`src/hdl/ppt_pkg.sv`:
```
// Shared types and constants for the pointer position tracker.
// No dependencies; imported by the tracker and its checker.
package ppt_pkg;

  localparam int COORD_LIMIT = 4096;
  localparam int COORD_W     = 12;
  localparam int DELTA_W     = 13;
  localparam int BOUND_W     = 13;
  localparam int ABS_W       = 16;
  localparam int PKT_W       = 8;
  localparam int BTN_W       = 3;
  localparam int CFG_INDEX_W = 8;
  // wide enough for a 16-bit absolute value or a 12-bit position plus a byte delta
  localparam int TGT_W       = 17;

  localparam logic [BOUND_W-1:0] DEFAULT_WIDTH  = BOUND_W'(1024);
  localparam logic [BOUND_W-1:0] DEFAULT_HEIGHT = BOUND_W'(768);
  localparam logic [BOUND_W-1:0] BOUND_MAX      = BOUND_W'(COORD_LIMIT);
  localparam logic [COORD_W-1:0] RESET_X        = COORD_W'(400);
  localparam logic [COORD_W-1:0] RESET_Y        = COORD_W'(300);

  localparam int BTN_LEFT   = 0;
  localparam int BTN_RIGHT  = 1;
  localparam int BTN_MIDDLE = 2;

  typedef enum logic {
    OP_ABS = 1'b0,
    OP_REL = 1'b1
  } op_t;

  localparam logic [CFG_INDEX_W-1:0] REG_WIDTH_BOUND  = CFG_INDEX_W'(0);
  localparam logic [CFG_INDEX_W-1:0] REG_HEIGHT_BOUND = CFG_INDEX_W'(1);

  typedef struct packed {
    op_t              op;
    logic [ABS_W-1:0] abs_x;
    logic [ABS_W-1:0] abs_y;
    logic [BTN_W-1:0] abs_buttons;
    logic [PKT_W-1:0] pkt_status;
    logic [PKT_W-1:0] pkt_dx;
    logic [PKT_W-1:0] pkt_dy;
  } item_t;

  // Zero picks the default, anything past the coordinate range saturates.
  function automatic logic [BOUND_W-1:0] eff_bound(logic [BOUND_W-1:0] raw,
                                                   logic [BOUND_W-1:0] dflt);
    logic [BOUND_W-1:0] b;
    b = (raw == '0) ? dflt : raw;
    if (b > BOUND_MAX) b = BOUND_MAX;
    return b;
  endfunction

  // Clamp to 0 .. bound-1; bound is never zero.
  function automatic logic [COORD_W-1:0] clamp_coord(logic signed [TGT_W-1:0] v,
                                                     logic [BOUND_W-1:0] bound);
    logic signed [TGT_W-1:0] b;
    logic [BOUND_W-1:0]      top;
    b   = $signed(TGT_W'(bound));
    top = bound - BOUND_W'(1);
    if (v < 0) return '0;
    else if (v >= b) return top[COORD_W-1:0];
    else return v[COORD_W-1:0];
  endfunction

endpackage

```
`src/hdl/pointer_position_tracker.sv`:
```
// Pointer position tracker: absolute reports and relative packets in, clamped
// position, deltas and button edge flags out. Depends on ppt_pkg.
//
//  channel | handshake                 | payload
//  --------+---------------------------+-------------------------------------------
//  item    | item_valid / item_stall   | op, abs_x, abs_y, abs_buttons, pkt_status,
//          |                           | pkt_dx, pkt_dy
//  result  | result_valid/result_stall | pos_x, pos_y, delta_x, delta_y, buttons,
//          |                           | moved, left_press, right_press,
//          |                           | left_release, drag
//  cfg     | cfg_valid / cfg_ready     | cfg_index, cfg_data
//
// One item per cycle sustained while result_stall is low; each item passes from its
// item beat into the input register, then through the update logic (add, clamp
// compare, subtract) into the result register.
// Position and button state update when an item moves into the result register.
// rst (synchronous) restores x=400, y=300, no buttons, bounds 1024 x 768.
// A stalled result holds; the input register keeps accepting until it is full.
// cfg_ready is always high; the user writes configuration while the block is idle (not enforced).
module pointer_position_tracker
  import ppt_pkg::*;
(
  input  logic                          clk,
  input  logic                          rst,
  // item channel
  input  logic                          item_valid,
  output logic                          item_stall,
  input  logic                          op,
  input  logic signed [ABS_W-1:0]       abs_x,
  input  logic signed [ABS_W-1:0]       abs_y,
  input  logic        [BTN_W-1:0]       abs_buttons,
  input  logic        [PKT_W-1:0]       pkt_status,
  input  logic signed [PKT_W-1:0]       pkt_dx,
  input  logic signed [PKT_W-1:0]       pkt_dy,
  // result channel
  output logic                          result_valid,
  input  logic                          result_stall,
  output logic        [COORD_W-1:0]     pos_x,
  output logic        [COORD_W-1:0]     pos_y,
  output logic signed [DELTA_W-1:0]     delta_x,
  output logic signed [DELTA_W-1:0]     delta_y,
  output logic        [BTN_W-1:0]       buttons,
  output logic                          moved,
  output logic                          left_press,
  output logic                          right_press,
  output logic                          left_release,
  output logic                          drag,
  // configuration write channel
  input  logic                          cfg_valid,
  output logic                          cfg_ready,
  input  logic        [CFG_INDEX_W-1:0] cfg_index,
  input  logic        [BOUND_W-1:0]     cfg_data
);

  // effective bounds, resolved at write time (default and saturation applied)
  logic [BOUND_W-1:0] width_lim;
  logic [BOUND_W-1:0] height_lim;

  // tracker state
  logic [COORD_W-1:0] cur_x;
  logic [COORD_W-1:0] cur_y;
  logic [BTN_W-1:0]   cur_buttons;

  // input register
  item_t held;
  logic  held_valid;

  logic advance;
  logic item_beat;

  logic signed [TGT_W-1:0]   tgt_x;
  logic signed [TGT_W-1:0]   tgt_y;
  logic        [COORD_W-1:0] new_x;
  logic        [COORD_W-1:0] new_y;
  logic signed [DELTA_W-1:0] dx;
  logic signed [DELTA_W-1:0] dy;
  logic        [BTN_W-1:0]   new_buttons;
  logic                      any_move;

  assign cfg_ready = 1'b1;

  // the held item moves on whenever the result register is empty or draining
  assign advance    = held_valid && (!result_valid || !result_stall);
  assign item_stall = held_valid && !advance;
  assign item_beat  = item_valid && !item_stall;

  always_comb begin
    if (held.op == OP_REL) begin
      tgt_x       = $signed(TGT_W'(cur_x)) + TGT_W'($signed(held.pkt_dx));
      tgt_y       = $signed(TGT_W'(cur_y)) - TGT_W'($signed(held.pkt_dy));
      new_buttons = held.pkt_status[BTN_W-1:0];
    end else begin
      tgt_x       = TGT_W'($signed(held.abs_x));
      tgt_y       = TGT_W'($signed(held.abs_y));
      new_buttons = held.abs_buttons;
    end
    new_x    = clamp_coord(tgt_x, width_lim);
    new_y    = clamp_coord(tgt_y, height_lim);
    dx       = $signed({1'b0, new_x}) - $signed({1'b0, cur_x});
    dy       = $signed({1'b0, new_y}) - $signed({1'b0, cur_y});
    any_move = (dx != '0) || (dy != '0);
  end

  always_ff @(posedge clk) begin
    if (rst) begin
      width_lim  <= DEFAULT_WIDTH;
      height_lim <= DEFAULT_HEIGHT;
    end else if (cfg_valid && cfg_ready) begin
      if (cfg_index == REG_WIDTH_BOUND) begin
        width_lim <= eff_bound(cfg_data, DEFAULT_WIDTH);
      end else if (cfg_index == REG_HEIGHT_BOUND) begin
        height_lim <= eff_bound(cfg_data, DEFAULT_HEIGHT);
      end
    end
  end

  always_ff @(posedge clk) begin
    if (rst) begin
      held_valid <= 1'b0;
    end else if (item_beat) begin
      held_valid <= 1'b1;
    end else if (advance) begin
      held_valid <= 1'b0;
    end
  end

  always_ff @(posedge clk) begin
    if (item_beat) begin
      held.op          <= op_t'(op);
      held.abs_x       <= abs_x;
      held.abs_y       <= abs_y;
      held.abs_buttons <= abs_buttons;
      held.pkt_status  <= pkt_status;
      held.pkt_dx      <= pkt_dx;
      held.pkt_dy      <= pkt_dy;
    end
  end

  always_ff @(posedge clk) begin
    if (rst) begin
      cur_x        <= RESET_X;
      cur_y        <= RESET_Y;
      cur_buttons  <= '0;
      result_valid <= 1'b0;
    end else begin
      if (advance) begin
        cur_x        <= new_x;
        cur_y        <= new_y;
        cur_buttons  <= new_buttons;
        result_valid <= 1'b1;
      end else if (!result_stall) begin
        result_valid <= 1'b0;
      end
    end
  end

  // result payload, loaded with the state update
  always_ff @(posedge clk) begin
    if (advance) begin
      pos_x        <= new_x;
      pos_y        <= new_y;
      delta_x      <= dx;
      delta_y      <= dy;
      buttons      <= new_buttons;
      moved        <= any_move;
      left_press   <= !cur_buttons[BTN_LEFT] && new_buttons[BTN_LEFT];
      right_press  <= !cur_buttons[BTN_RIGHT] && new_buttons[BTN_RIGHT];
      left_release <= cur_buttons[BTN_LEFT] && !new_buttons[BTN_LEFT];
      drag         <= new_buttons[BTN_LEFT] && any_move;
    end
  end

endmodule

```
`config.mk`:
```
export PLATFORM = sky130hd
export DESIGN_NAME = pointer_position_tracker
export DESIGN_NICKNAME = d
export VERILOG_FILES = /design/src/hdl/ppt_pkg.sv /design/src/hdl/pointer_position_tracker.sv
export SDC_FILE = /design/constraint.sdc
export NUM_CORES = 1
export LEC_CHECK = 0
export BUFFER_PORTS_ARGS = -buffer_cell sky130_fd_sc_hd__clkbuf_2
export CAP_MARGIN = 15
export CORE_AREA = 8 8 119 203
export DETAILED_ROUTE_END_ITERATION = 12
export DIE_AREA = 0 0 127 211
export REMOVE_ABC_BUFFERS = 1
export SYNTH_ARGS = -nofsm -noshare
export SYNTH_HDL_FRONTEND = slang
export SYNTH_SLANG_ARGS = --single-unit
```
`constraint.sdc`:
```
create_clock -name clk -period 7.6 [get_ports clk]
set_clock_uncertainty 0.2 [all_clocks]
set_input_delay 0.76 -clock clk [delete_from_list [all_inputs] [get_ports clk]]
set_output_delay 0.76 -clock clk [all_outputs]
set_load 0.03 [all_outputs]
```
Yosys cells after proc, flatten, opt, wreduce, memory -nomap -nowiden
Index checks and enable logic that the tools add are counted.
Word-level totals
  register bits: 167
  logic and storage cells: 77
  output and inout bits: 61
  input port bits: 86
Cells by class
  reduce and logical (&&, ||, !) cells: 23
  bitwise operators: 1
  equality and inequality tests: 2
  add/subtract/negate cells: 6
  mux-type cells: 15
  magnitude comparators: 6
Operators by type and width (count)
  2-to-1 mux 13 bit: 4
  2-to-1 mux 12 bit: 4
  greater-or-equal comparator 17 x 14 -> 1 bit: 2
  < comparator 17 x 1 -> 1 bit (second input constant): 2
  2-to-1 mux 17 bit: 2
  > comparator 13 bit (second input constant): 2
  nonzero test 13 bit: 2
  subtractor 12 x 12 -> 13 bit: 2
  subtractor 12 x 1 -> 12 bit (second input constant): 2
  adder 13 x 8 -> 14 bit: 1
  subtractor 13 x 8 -> 14 bit: 1
  logical NOT 13 bit: 1
  equality test 8 x 1 -> 1 bit (second input constant): 1
  logical NOT 8 bit: 1
  logical AND 1 bit: 7
  logical NOT 1 bit: 7
  2-to-1 mux 1 bit: 4
  2-to-1 mux 3 bit: 1
  AND reduction 3 bit: 1
  logical OR 1 bit: 2
  inequality test 2 x 1 -> 1 bit (second input constant): 1
  AND reduction 2 bit: 1
  nonzero test 2 bit: 1
  NOT 1 bit: 1

Longest topological paths before layout
Gate-level depths: netlist of the first run.
  depth after elaboration: 9
  depth in mapped cells: 29
  mapped depth without buffers: 28

Worst setup path before layout of the first run
Ideal clock, no wire load.
  path kind: register to register
  from: reg held[8] in the netlist's numbering
  to: reg moved, data pin
  stages on the path, launching flop included: 26
  setup time: 272 ps
  required time: 7128 ps
  setup slack: 705 ps
  arrival time: 6423 ps
  period minus slack after synthesis: 6895 ps
  path buffers: 1
  cells stage by stage: edfxtp_1 > ha_1 > fa_1 > a211oi_1 > o21bai_1 > a31o_2 > a21oi_1 > xnor2_1 > mux2_2 > ha_1 > a2111oi_0 > o21ai_0 > a221o_1 > clkbuf_1 > mux2i_1 > nand2b_1 > ha_1 > fa_1 > nor2b_1 > o31a_1 > a21oi_2 > a2111oi_2 > nand4b_1 > or4_1 > or4_1 > or4_1
On the way
  cells in the longest elaborated chain, start to end: 8
  elaborated cells between the ends (all ways): 9
  those cells by class: 2 x add/sub; 2 x order compare; 3 x mux; 2 x reduce/logical
RTL lines
  start: declaration: line pointer_position_tracker.sv:65  | item_t held;
  adder 13 x 8 -> 14 bit *: line pointer_position_tracker.sv:89  | tgt_x = $signed(TGT_W'(cur_x)) + TGT_W'($signed(held.pkt_dx));
  2-to-1 mux 17 bit *: line pointer_position_tracker.sv:88  | if (held.op == OP_REL) begin
  greater-or-equal comparator 17 x 14 -> 1 bit: line ppt_pkg.sv:61  | else if (v >= b) return top[COORD_W-1:0];
  2-to-1 mux 12 bit: line ppt_pkg.sv:61
  2-to-1 mux 12 bit *: line ppt_pkg.sv:60  | if (v < 0) return '0;
  subtractor 12 x 12 -> 13 bit *: line pointer_position_tracker.sv:99  | dx = $signed({1'b0, new_x}) - $signed({1'b0, cur_x});
  named net dx[4]: line pointer_position_tracker.sv:75  | logic signed [DELTA_W-1:0] dx;
  nonzero test 13 bit *: line pointer_position_tracker.sv:101  | any_move = (dx != '0) || (dy != '0);
  logical OR 1 bit *: line pointer_position_tracker.sv:101
  named net any_move: line pointer_position_tracker.sv:78  | logic any_move;
  end signal: assignment: line pointer_position_tracker.sv:165  | moved <= any_move;
  end: declaration: line pointer_position_tracker.sv:43  | output logic moved,
The timed path passes the listed nets; every way through them passes the cells marked *.
A chain may end at the register's enable or synchronous reset.

Worst setup path in the final report of the first run
  from: reg held[8] in the netlist's numbering
  to: reg moved, data pin
On the way
  cells in the longest elaborated chain, start to end: 8
  elaborated cells between the ends (all ways): 9
  those cells by class: 2 x add/sub; 2 x order compare; 3 x mux; 2 x reduce/logical
RTL lines
  adder 13 x 8 -> 14 bit *: line pointer_position_tracker.sv:89
  2-to-1 mux 17 bit *: line pointer_position_tracker.sv:88
  greater-or-equal comparator 17 x 14 -> 1 bit: line ppt_pkg.sv:61
  2-to-1 mux 12 bit: line ppt_pkg.sv:61
  2-to-1 mux 12 bit *: line ppt_pkg.sv:60
  named net new_x[1]: line pointer_position_tracker.sv:73  | logic [COORD_W-1:0] new_x;
  subtractor 12 x 12 -> 13 bit *: line pointer_position_tracker.sv:99
  named net dx[7]: line pointer_position_tracker.sv:75
  nonzero test 13 bit *: line pointer_position_tracker.sv:101
  logical OR 1 bit *: line pointer_position_tracker.sv:101
  named net any_move: line pointer_position_tracker.sv:78
Marked as above.

==> results of run 1 <==
-- layout by cell type, fill, tap and decap left out, drive strengths merged, types with 4 or more instances in the layout --
master,synthesis,final
or2,4,4
o21bai,4,4
a22o,10,10
or3,12,12
o2111ai,4,4
inv,80,82
xnor2,36,36
mux2i,28,28
or4,5,5
a21o,12,12
ha,78,78
edfxtp,113,113
nand2,40,40
buf,4,29
and2,5,5
o31ai,20,20
nand2b,9,9
o21ai,42,42
nor2,103,103
fa,4,4
nor2b,22,22
nor3,19,19
o31a,4,4
nand3,12,12
a21oi,59,59
xor2,12,12
a31oi,5,5
clkinv,2,6
clkbuf,18,159
o211ai,4,4
a211oi,12,12
o21a,11,11
nor4,6,6
mux2,11,11
nand4,6,6
dfxtp,54,54
and3,6,6
-- cells by family (layout without fill, tap and decap cells) --
kind of cell / count (synthesis) / count (layout)
AOI/OAI and AO/OA: 216 / 216
muxes: 39 / 39
adders and majority gates: 82 / 82
buffers and inverters: 104 / 282
and+or+nand+nor: 258 / 258
xor gates and xnor gates: 48 / 48
DFF: 167 / 167
other: 1 / 1
-- state kept, by name, summed over array words and instances (netlist names), 2 cells and up --
register and cells:
buttons 3, pos_y 12, pos_x 12, width_lim 13, cur_x 12, cur_y 12, delta_x 13, height_lim 13
cur_buttons 2, delta_y 13, held 55
-- final cells by class --
| cell class | count | area [µm²] | share of cell area (%) |
|---|---|---|---|
| sequential | 167 | 4474 | 39.71 |
| clock buffer | 19 | 432.9 | 3.842 |
| tap | 255 | 319.1 | 2.832 |
| multi-input combinational | 644 | 4657 | 41.33 |
| timing repair buffer | 169 | 922.1 | 8.184 |
| clock inverter | 12 | 153.9 | 1.366 |
| inverter | 82 | 307.8 | 2.732 |
-- final timing paths --
path | endpoint | start | slack, ps | cells past startpoint
setup / recovery | moved | held[8] | 490 | 26
hold / removal | height_lim[9] | height_lim[9] | 270 | 2
setup reg to reg | moved | held[8] | 490 | 26
hold reg to reg | height_lim[9] | height_lim[9] | 270 | 2
-- worst max-delay path: stages, from the launching register on --
cell and delay [ps]:
sky130_fd_sc_hd__edfxtp_1 370, sky130_fd_sc_hd__ha_1 230, sky130_fd_sc_hd__fa_2 380, sky130_fd_sc_hd__a211oi_2 260, sky130_fd_sc_hd__o21bai_1 150, sky130_fd_sc_hd__a311oi_1 310, sky130_fd_sc_hd__o21ai_1 140, sky130_fd_sc_hd__a21oi_1 160
sky130_fd_sc_hd__o21bai_1 100, sky130_fd_sc_hd__xor2_1 160, sky130_fd_sc_hd__mux2_2 280, sky130_fd_sc_hd__ha_1 300, sky130_fd_sc_hd__nand4_1 80, sky130_fd_sc_hd__a21oi_1 40, sky130_fd_sc_hd__a221o_1 420, sky130_fd_sc_hd__buf_4 190
sky130_fd_sc_hd__o21a_1 230, sky130_fd_sc_hd__nor2b_1 160, sky130_fd_sc_hd__ha_1 310, sky130_fd_sc_hd__nor2b_1 200, sky130_fd_sc_hd__o2111ai_1 200, sky130_fd_sc_hd__a31oi_2 290, sky130_fd_sc_hd__nor2_1 80, sky130_fd_sc_hd__xnor2_1 170
sky130_fd_sc_hd__or4_1 490, sky130_fd_sc_hd__or4_1 460, sky130_fd_sc_hd__or4_1 490
-- what timing repair did --
action,in CTS,in global routing
resized for setup,0,11
hold buffers,0,0
setup endpoints to repair,0,1
buffers inserted,0,3
-- power groups by stage --
| stage | Clock, mW | Combinational [mW] | Sequential, mW |
|---|---|---|---|
| floorplan | 0 | 0.419 | 1.16 |
| global placement | 0 | 0.712 | 1.10 |
| detailed placement | 0 | 0.719 | 1.10 |
| CTS | 0.892 | 0.723 | 1.08 |
| global route | 0.917 | 0.809 | 1.08 |
| finish | 0.869 | 0.728 | 1.08 |
-- per-stage QoR --
step                      utilization (%)  setup slack [ps]  power (mW)  std cells  instance area (µm²)
after floorplan                         -             686.2       1.579        893                 9387
final                               52.85             485.2       2.676       1348                11270
after global routing                52.85            -4.377       2.810       1348                11270
after detailed placement            49.75             248.5       1.819       1313                10610
after global placement              49.75             292.6       1.810       1313                10610
after CTS                           52.50             247.3       2.695       1344                11190
-- per-layer routing --
metal  GRT usage [%]  vias up  wire length (µm)
met2           32.11      143             11940
met4           9.526        0               783
li1                -     3666                 -
met3           3.792       31               902
met1           18.50     3290              9521
met5               0        -                 0
==> summary.txt, run 1 <==
Clock tree
  • CTS H-tree depth: 4
  • Num Clock Sinks: 167
  • Clock latency on the worst-skew pair: 440 ps
  • Clock-pin transition on the worst setup and hold timing paths: 60 ps
  • Buffer depth of the longest clock path: 2
  • Total clock buffers created by CTS: 17
  • Clock tree from TritonCTS: yes
  • Clk Tree Root Cell: sky130_fd_sc_hd__clkbuf_16

Flow run
  • Number of max-cap violations: 0

Placed design
  • HPWL after DPL: 18.33 mm
  • Final RePlAce weighted congestion: 0.9150
  • Number of port buffers: 140

Synthesis
  • Synth Area in Compound Gates: 15.27%
  • Post-synth top area cell: sky130_fd_sc_hd__edfxtp_1
  • Portion of netlist area occupied by mux cells: 4.266%
  • Sequential element share of the synthesized area: 47.23%
  • Async set-or-reset flop fraction in the synthesized netlist: 0%
  • Most frequent cell after synthesis: sky130_fd_sc_hd__edfxtp_1
  • List of most frequent post-synthesis cells: sky130_fd_sc_hd__edfxtp_1 (113), sky130_fd_sc_hd__nor2_1 (103), sky130_fd_sc_hd__inv_1 (80)
  • Simple-gate portion of the synthesized area: 13.25%
  • Distinct cell type count of the synthesized netlist: 73
  • Adder-cell share of the synthesized area: 11.15%
  • Share of Yosys cell area claimed by the top area cell type: 35.82%
  • Mapped Cells: 915
  • Synthesized-area fraction occupied by xor and xnor cells: 4.636%
  • Main synth FF type: sky130_fd_sc_hd__edfxtp_1
  • Post-synth design cell area: 0.009473 mm²
  • Syn avg cell area: 10.35 µm²
  • Ranking of synthesized cells by area: sky130_fd_sc_hd__edfxtp_1 (36%), sky130_fd_sc_hd__dfxtp_1 (11%), sky130_fd_sc_hd__ha_1 (10%)
  • Synth Register Bits: 167
  • Yosys warning count: 0
  • EDFF count, synth: 113
  • Dominant combinational cell family by area after synthesis: compound AO/OA/AOI/OAI gates

Power
  • Pwr Density: 237.5 mW/mm²
  • Combinational fraction of design power: 27.2%
  • Switching Share: 30.47%
  • Leak: 4.767 nW
  • Clock power share: 32.5%
  • Fraction of power consumed by sequential logic: 40.3%
  • Internal power contribution: 1.861 mW
  • Switching Power: 815.2 µW
  • Worst supply voltage drop on vdd: 162.5 µV

STA
  • Transition time of the tightest slew-check pin: 868.5 ps
  • Final hold violation count: 0
  • Setup TNS after final layout: 0 ps
  • Tightest hold margin: 267.3 ps
  • Total setup violations reported at the end of the flow: 0
  • Final critical-path required period: 7115 ps
  • Final period utilization: 93.62%
  • Count of pins over their slew limit: 0
  • Achievable frequency: 0.1406 GHz
  • Relative slew margins: 41.94%

Die
  • Ports placed on the boundary: 147
  • Height of the die: 211 µm
  • CORE AREA: 0.02132 mm²
  • Site row count: 71
  • Starting density of the core: 44.43%
  • Overall die area: 0.02680 mm²
  • Width of the die: 127 µm

Finish
  • Growth of design area from synthesis to finish: 18.94%
  • Ant diodes: 0
  • Fillers: 1999
  • Fraction of final layout cells with drive strength greater than 1: 21.41%
  • Total Nets Final: 1249

Setup path
  • Required @ worst endpoint: 7570 ps
  • Worst setup SP type: flop
  • Capturing element type of the critical path: flop
  • Critical path type: reg -> reg
  • Critical Path Fanout Max: 9
  • Worst Path Arrival: 7090 ps

Detailed routing
  • Vias per inst: 5.289
  • Antenna-violating nets left: 0
  • Post-detailed-route wirelength per cell: 17.17 µm
  • Starting DRT DRC Count: 279
  • Wirelength, routed: 23.14 mm
  • Total via count in the routed design: 7130
  • DRC Markers: 0
  • 1st-pass router iterations: 4

Global route
  • Sum of overflow across all layers after global routing: 0
  • Pin count of the biggest net entering global routing: 66
  • Wire length of the first global-routing pass: 36.69 mm
  • Number of antenna violations at the first check in global routing: 0
  • Global-route total usage across every layer: 17.65%
  • Via count of the first global-routing pass: 7307

Hold path
  • Class of the most critical hold timing path: reg -> reg

Outcome
  • Outcome: finished clean
Power figures use the tool's default switching activity.
==> run 2, diff against run 1 <==
Settings changed: CORE_AREA 8 8 119 203 to 2 2 113 197, DIE_AREA 0 0 127 211 to 0 0 115 199.
==> run 2 against run 1 <==
  * Utilization fell by 0.25 points
  * Non-clock buffer count is 8 lower
  * Sequential power barely moved
  * Routed wire length fell by 6.2%
  * Setup slack lost 100 ps
  * Largest power group unchanged
  * Register-to-register slack got worse by 100 ps
  * Sequential share of layout area is 0.19 points higher
  * Final area is 0.48% lower
  * Clock-buffer cell count increased by 3
  * Critical path type unchanged
==> summary.txt, run 2 (synthesis gave the netlist of run 1 again) <==
Outcome
  • Outcome: finished clean

Clock tree
  • Clk Tree Root Cell: sky130_fd_sc_hd__clkbuf_16
  • Clock-pin transition on the worst setup and hold timing paths: 60 ps
  • Clock latency on the worst-skew pair: 450 ps
  • Clock tree from TritonCTS: yes
  • Buffer depth of the longest clock path: 2
  • Num Clock Sinks: 167
  • CTS H-tree depth: 4
  • Total clock buffers created by CTS: 17

Detailed routing
  • Vias per inst: 5.240
  • Antenna-violating nets left: 0
  • DRC Markers: 0
  • Wirelength, routed: 21.71 mm
  • 1st-pass router iterations: 4
  • Post-detailed-route wirelength per cell: 16.19 µm
  • Starting DRT DRC Count: 240
  • Total via count in the routed design: 7027

STA
  • Final hold violation count: 0
  • Transition time of the tightest slew-check pin: 1221 ps
  • Count of pins over their slew limit: 0
  • Relative slew margins: 18.32%
  • Setup TNS after final layout: 0 ps
  • Total setup violations reported at the end of the flow: 0
  • Final period utilization: 94.95%
  • Achievable frequency: 0.1386 GHz
  • Final critical-path required period: 7216 ps

Placed design
  • Number of port buffers: 140
  • HPWL after DPL: 17.25 mm
  • Total placed instance area: 0.01057 mm²
  • Final RePlAce weighted congestion: 0.8618

Setup path
  • Capturing element type of the critical path: flop
  • Worst setup SP type: flop
  • Crit path max-delay cell type: sky130_fd_sc_hd__or4_1
  • Worst setup path endpoint: moved
  • Required @ worst endpoint: 7590 ps
  • Worst setup path start: held[6]
  • Critical Path Fanout Max: 19
  • Critical path type: reg -> reg
  • R2R setup slack: 380 ps
  • Source of the worst register-to-register timing path: held[6]
  • Max incr delay on CP: 520 ps
  • Worst Path Arrival: 7200 ps
  • R2R cell count: 25
  • End of the worst register-to-register path: moved

Finish
  • Final core utilization: 52.59%
  • Register with the most flip-flops: held
  • Fillers: 1992
  • Growth of design area from synthesis to finish: 18.37%
  • Ant diodes: 0
  • Total Nets Final: 1241
  • Commonest cells after routing, fill and taps aside: sky130_fd_sc_hd__clkbuf_2 (140), sky130_fd_sc_hd__edfxtp_1 (113), sky130_fd_sc_hd__nor2_1 (103)
  • Max FFs per register: 55
  • Post-route cell area: 0.01121 mm²
  • Most common cell after layout, fill and taps aside: sky130_fd_sc_hd__clkbuf_2
  • Fraction of final layout cells with drive strength greater than 1: 20.81%

Die
  • Height of the die: 199 µm
  • Overall die area: 0.02289 mm²
  • Starting density of the core: 44.43%
  • CORE AREA: 0.02132 mm²
  • Width of the die: 115 µm
  • Site row count: 71
  • Ports placed on the boundary: 147

Global route
  • Number of antenna violations at the first check in global routing: 0
  • Pin count of the biggest net entering global routing: 66
  • Via count of the first global-routing pass: 6752
  • Sum of overflow across all layers after global routing: 0
  • Global-route total usage across every layer: 19.86%
  • Wire length of the first global-routing pass: 34.22 mm

Power
  • Worst supply voltage drop on vdd: 141.0 µV
  • Pwr Density: 236.8 mW/mm²
  • Leak: 4.727 nW
  • Power, Total: 2.655 mW

Flow run
  • Number of max-cap violations: 0

Hold path
  • Class of the most critical hold timing path: in -> reg
==> run 2: critical path, delay by kind of cell (launching register included) <==
kind	cells	cell delay (ps)
buffers and inverters	2	330
AND/OR/NAND/NOR	9	2460
XOR/XNOR	1	280
adder cells (fa/ha/maj)	3	920
AO/OA/AOI/OAI	10	2380
flip-flops	1	380
==> run 2: routing by layer <==
metal  GRT usage, %  wire length, µm  vias to the layer above
met5              0                0                        -
met4          8.478              534                        0
met3          3.595              717                       24
met2          36.38            11520                      146
met1          22.16             8937                     3211
li1               -                -                     3646
==> run 2: repair_timing <==
action | CTS | global route
hold buffers | 0 | 0
resized for setup | 0 | 12
buffers inserted | 0 | 1
endpoints found under the setup margin | 0 | 1
==> run 2: how the worst min path moves through the flow <==
| stage | start | end | slack, ps | depth (start not counted) |
|---|---|---|---|---|
| finish | pkt_dy[4] | held[4] | 280 | 1 |
| global route | pkt_dx[6] | held[14] | 260 | 1 |
| CTS | pkt_dx[6] | held[14] | 260 | 1 |
| detailed placement | cur_x[5] | cur_x[5] | 280 | 2 |
| global placement | height_lim[9] | height_lim[9] | 260 | 2 |
| floorplan | height_lim[9] | height_lim[9] | 230 | 2 |
==> run 2: power breakdown <==
part           internal (mW)  switching [mW]
logic                  0.280           0.430
registers               1.06          0.0243
clock network          0.512           0.353
==> run 2: metrics by stage <==
stage | setup slack [ps] | cells | hold WS [ps]
floorplan | 686.2 | 893 | 232.0
global placement | 287.0 | 1308 | 256.4
detailed placement | 169.9 | 1308 | 275.2
CTS | 164.0 | 1340 | 256.0
global route | -0.4299 | 1341 | 257.4
finish | 383.9 | 1341 | 282.4
==> run 2: final cells by class <==
cell class / count / area [µm²] / share of cell area [%]
inverter: 82 / 307.8 / 2.745
sequential: 167 / 4474 / 39.90
tap: 255 / 319.1 / 2.845
clock inverter: 10 / 117.6 / 1.049
multi-input combinational: 644 / 4661 / 41.56
clock buffer: 22 / 475.5 / 4.240
timing repair buffer: 161 / 858.3 / 7.655
==> run 3, diff against run 2 <==
Settings changed: ABC_AREA set to 1, CORE_AREA 2 2 113 197 to 2 2 118 206, CTS_BUF_LIST set to sky130_fd_sc_hd__clkbuf_2, DIE_AREA 0 0 115 199 to 0 0 120 208.
==> run 3 against run 2 <==
  * Global-route usage is 1.9 points higher
  * Clock power shrank 33%
  * Power down 7.1%
  * Via count grew 28%
  * Fmax up 19%
  * Final cell count rose by 37%
  * Die area grew 9.1%
  * Routed wire length rose by 20%
  * Largest power group unchanged
  * First-iteration DRC count up 86%
==> summary.txt, run 3 <==
Placed design
  • Number of port buffers: 140
  • Cells after DPL: 1731
  • Final RePlAce weighted congestion: 0.9436
  • Total placed instance area: 0.01137 mm²
  • HPWL after DPL: 20.48 mm

Finish
  • Most common cell after layout, fill and taps aside: sky130_fd_sc_hd__nand2_1
  • Non-filler instance count after layout: 1837
  • Register with the most flip-flops: held
  • Total Nets Final: 1686
  • Growth of design area from synthesis to finish: 19.71%
  • Max FFs per register: 55
  • Fraction of final layout cells with drive strength greater than 1: 15.22%
  • Commonest cells after routing, fill and taps aside: sky130_fd_sc_hd__nand2_1 (333), sky130_fd_sc_hd__inv_1 (229), sky130_fd_sc_hd__clkbuf_2 (159)
  • Post-route cell area: 0.01239 mm²

Setup path
  • Required @ worst endpoint: 8020 ps
  • Source of the worst register-to-register timing path: held[15]
  • Crit path max-delay cell type: sky130_fd_sc_hd__edfxtp_1
  • Capturing element type of the critical path: flop
  • Critical path type: reg -> reg
  • R2R setup slack: 1540 ps
  • Critical Path Fanout Max: 10
  • Worst setup SP type: flop
  • Crit path top cell by count: sky130_fd_sc_hd__nand2_1
  • Worst Path Arrival: 6480 ps
  • End of the worst register-to-register path: moved
  • Max incr delay on CP: 590 ps
  • R2R cell count: 37

Die
  • Height of the die: 208 µm
  • Overall die area: 0.02496 mm²
  • Site row count: 74
  • Ports placed on the boundary: 147
  • Starting density of the core: 44.55%
  • Width of the die: 120 µm
  • CORE AREA: 0.02324 mm²

Clock tree
  • CTS H-tree depth: 4
  • Num Clock Sinks: 167
  • Total clock buffers created by CTS: 17
  • Clock-pin transition on the worst setup and hold timing paths: 250 ps
  • Clk Tree Root Cell: sky130_fd_sc_hd__clkbuf_2
  • Buffer depth of the longest clock path: 2
  • Clock latency on the worst-skew pair: 880 ps
  • Buffers inserted by post-CTS timing repair: 0
  • Clock tree from TritonCTS: yes

Detailed routing
  • 1st-pass router iterations: 5
  • DRC Markers: 0
  • Antenna-violating nets left: 0
  • Starting DRT DRC Count: 447
  • Vias per inst: 4.882
  • Total via count in the routed design: 8969
  • Wirelength, routed: 26.11 mm
  • Post-detailed-route wirelength per cell: 14.21 µm

Synthesis
  • Main synth FF type: sky130_fd_sc_hd__edfxtp_1
  • Syn avg cell area: 7.940 µm²
  • Synth Register Bits: 167
  • Async set-or-reset flop fraction in the synthesized netlist: 0%
  • Distinct cell type count of the synthesized netlist: 45
  • Sequential element share of the synthesized area: 43.21%
  • EDFF count, synth: 113
  • Post-synth design cell area: 0.01035 mm²
  • Post-synth top area cell: sky130_fd_sc_hd__edfxtp_1
  • Most frequent cell after synthesis: sky130_fd_sc_hd__nand2_1
  • List of most frequent post-synthesis cells: sky130_fd_sc_hd__nand2_1 (333), sky130_fd_sc_hd__inv_1 (230), sky130_fd_sc_hd__edfxtp_1 (113)
  • Ranking of synthesized cells by area: sky130_fd_sc_hd__edfxtp_1 (33%), sky130_fd_sc_hd__nand2_1 (12%), sky130_fd_sc_hd__dfxtp_1 (10%)
  • Share of Yosys cell area claimed by the top area cell type: 32.77%
  • Mapped Cells: 1304
  • Yosys warning count: 0

Global route
  • Via count of the first global-routing pass: 8774
  • Wire length of the first global-routing pass: 42.08 mm
  • Number of antenna violations at the first check in global routing: 1
  • Global-route total usage across every layer: 21.74%
  • Pin count of the biggest net entering global routing: 61
  • Met2 GRT Util: 39.81%
  • Met3 usage in global routing: 3.289%
  • Fraction of met1 tracks used by global routing: 23.81%
  • Sum of overflow across all layers after global routing: 0
  • Global-route layer with the greatest usage: met2

Hold path
  • Hold Crit Endpoint: height_lim[4]
  • Class of the most critical hold timing path: in -> reg
  • Launch point of the worst hold path: cfg_index[0]
  • Hold path cells: 4

Power
  • Leak: 6.072 nW
  • Worst supply voltage drop on vdd: 98.61 µV
  • Pwr Density: 199.0 mW/mm²

STA
  • Count of pins over their slew limit: 0
  • Final period utilization: 79.72%
  • Transition time of the tightest slew-check pin: 1001 ps
  • Setup TNS after final layout: 0 ps
  • Setup repair after global routing missed its margin: no
  • Relative slew margins: 32.87%
  • Final critical-path required period: 6059 ps
  • Achievable frequency: 0.1651 GHz
  • Final hold violation count: 0
  • Total setup violations reported at the end of the flow: 0

Outcome
  • Outcome: finished clean

Flow run
  • Number of max-cap violations: 0
## run 3: cell count changes in the layout (fill, tap and decap cells not counted), moves of 19 or more
cell                            delta
sky130_fd_sc_hd__nand3_1          +86
sky130_fd_sc_hd__a21oi_1          +24
sky130_fd_sc_hd__nor2b_1          -19
sky130_fd_sc_hd__nand2_1         +293
sky130_fd_sc_hd__inv_1           +149
sky130_fd_sc_hd__nor2_1           -25
sky130_fd_sc_hd__xnor2_1          -30
sky130_fd_sc_hd__dlygate4sd3_1    +72
sky130_fd_sc_hd__clkbuf_2         +19
sky130_fd_sc_hd__mux2i_1          -27
## run 3: area by class of cell
type | instances | area (µm²)
fill | 2264 | 10850
multi-input combinational | 878 | 4886
sequential | 167 | 4474
timing repair buffer | 218 | 1466
inverter | 236 | 885.9
tap | 304 | 380.4
clock inverter | 13 | 201.4
clock buffer | 19 | 95.09
antenna | 2 | 5.005
## run 3: timing repair
item,CTS,global route
hold buffers,72,0
endpoints found under the hold margin,83,0
endpoints found under the setup margin,0,0
resized for setup,0,0
## run 3: worst max-delay path: cells and delay by family (launching register included)
kind	cells	cell delay, ps
flops	1	590
compound gates	2	190
simple gates	28	3250
buf+inv	3	270
fa+ha+maj	4	1300
## run 3: power breakdown
group	switching (mW)	internal (mW)	total, mW
Combinational	0.535	0.275	0.810
Clock	0.325	0.252	0.577
Sequential	0.0243	1.05	1.08
## run 3: worst max path at each step
stage | from | to | slack [ps] | depth (start not counted)
after floorplan | result_stall | cur_x[7] | 1310 | 6
after global placement | held[7] | drag | 1560 | 35
after detailed placement | held[7] | drag | 1500 | 36
after CTS | held[7] | drag | 1470 | 36
after global routing | held[7] | drag | 980 | 34
final | held[15] | moved | 1540 | 37
## run 3: layer usage
layer  up-vias  routed length (µm)
li1       4682                   -
met1      4044               10530
met2       188               13750
met3        55                 787
met4         0                1047
met5         -                   0
## run 3: kinds of logic after synthesis
| kind of cell | share of synthesized area (%) |
|---|---|
| buffers and inverters | 9.668 |
| xor gates and xnor gates | 2.199 |
| other | 0.03622 |
| DFF | 43.21 |
| AOI/OAI and AO/OA | 8.652 |
| and+or+nand+nor | 26.03 |
| adders and majority gates | 10.20 |
## run 3: stage by stage
stage / hold slack, ps / worst slack (ps) / total power [mW] / utilization [%]
2_1_floorplan: 237.6 / 1314 / 1.663 / -
3_5_place_dp: 269.4 / 1502 / 1.881 / 48.93
4_1_cts: 66.86 / 1467 / 2.485 / 53.31
5_1_grt: 106.5 / 978.2 / 2.631 / 53.33
3_3_place_gp: 270.9 / 1559 / 1.870 / 48.93
6_report: 137.8 / 1541 / 2.466 / 53.33
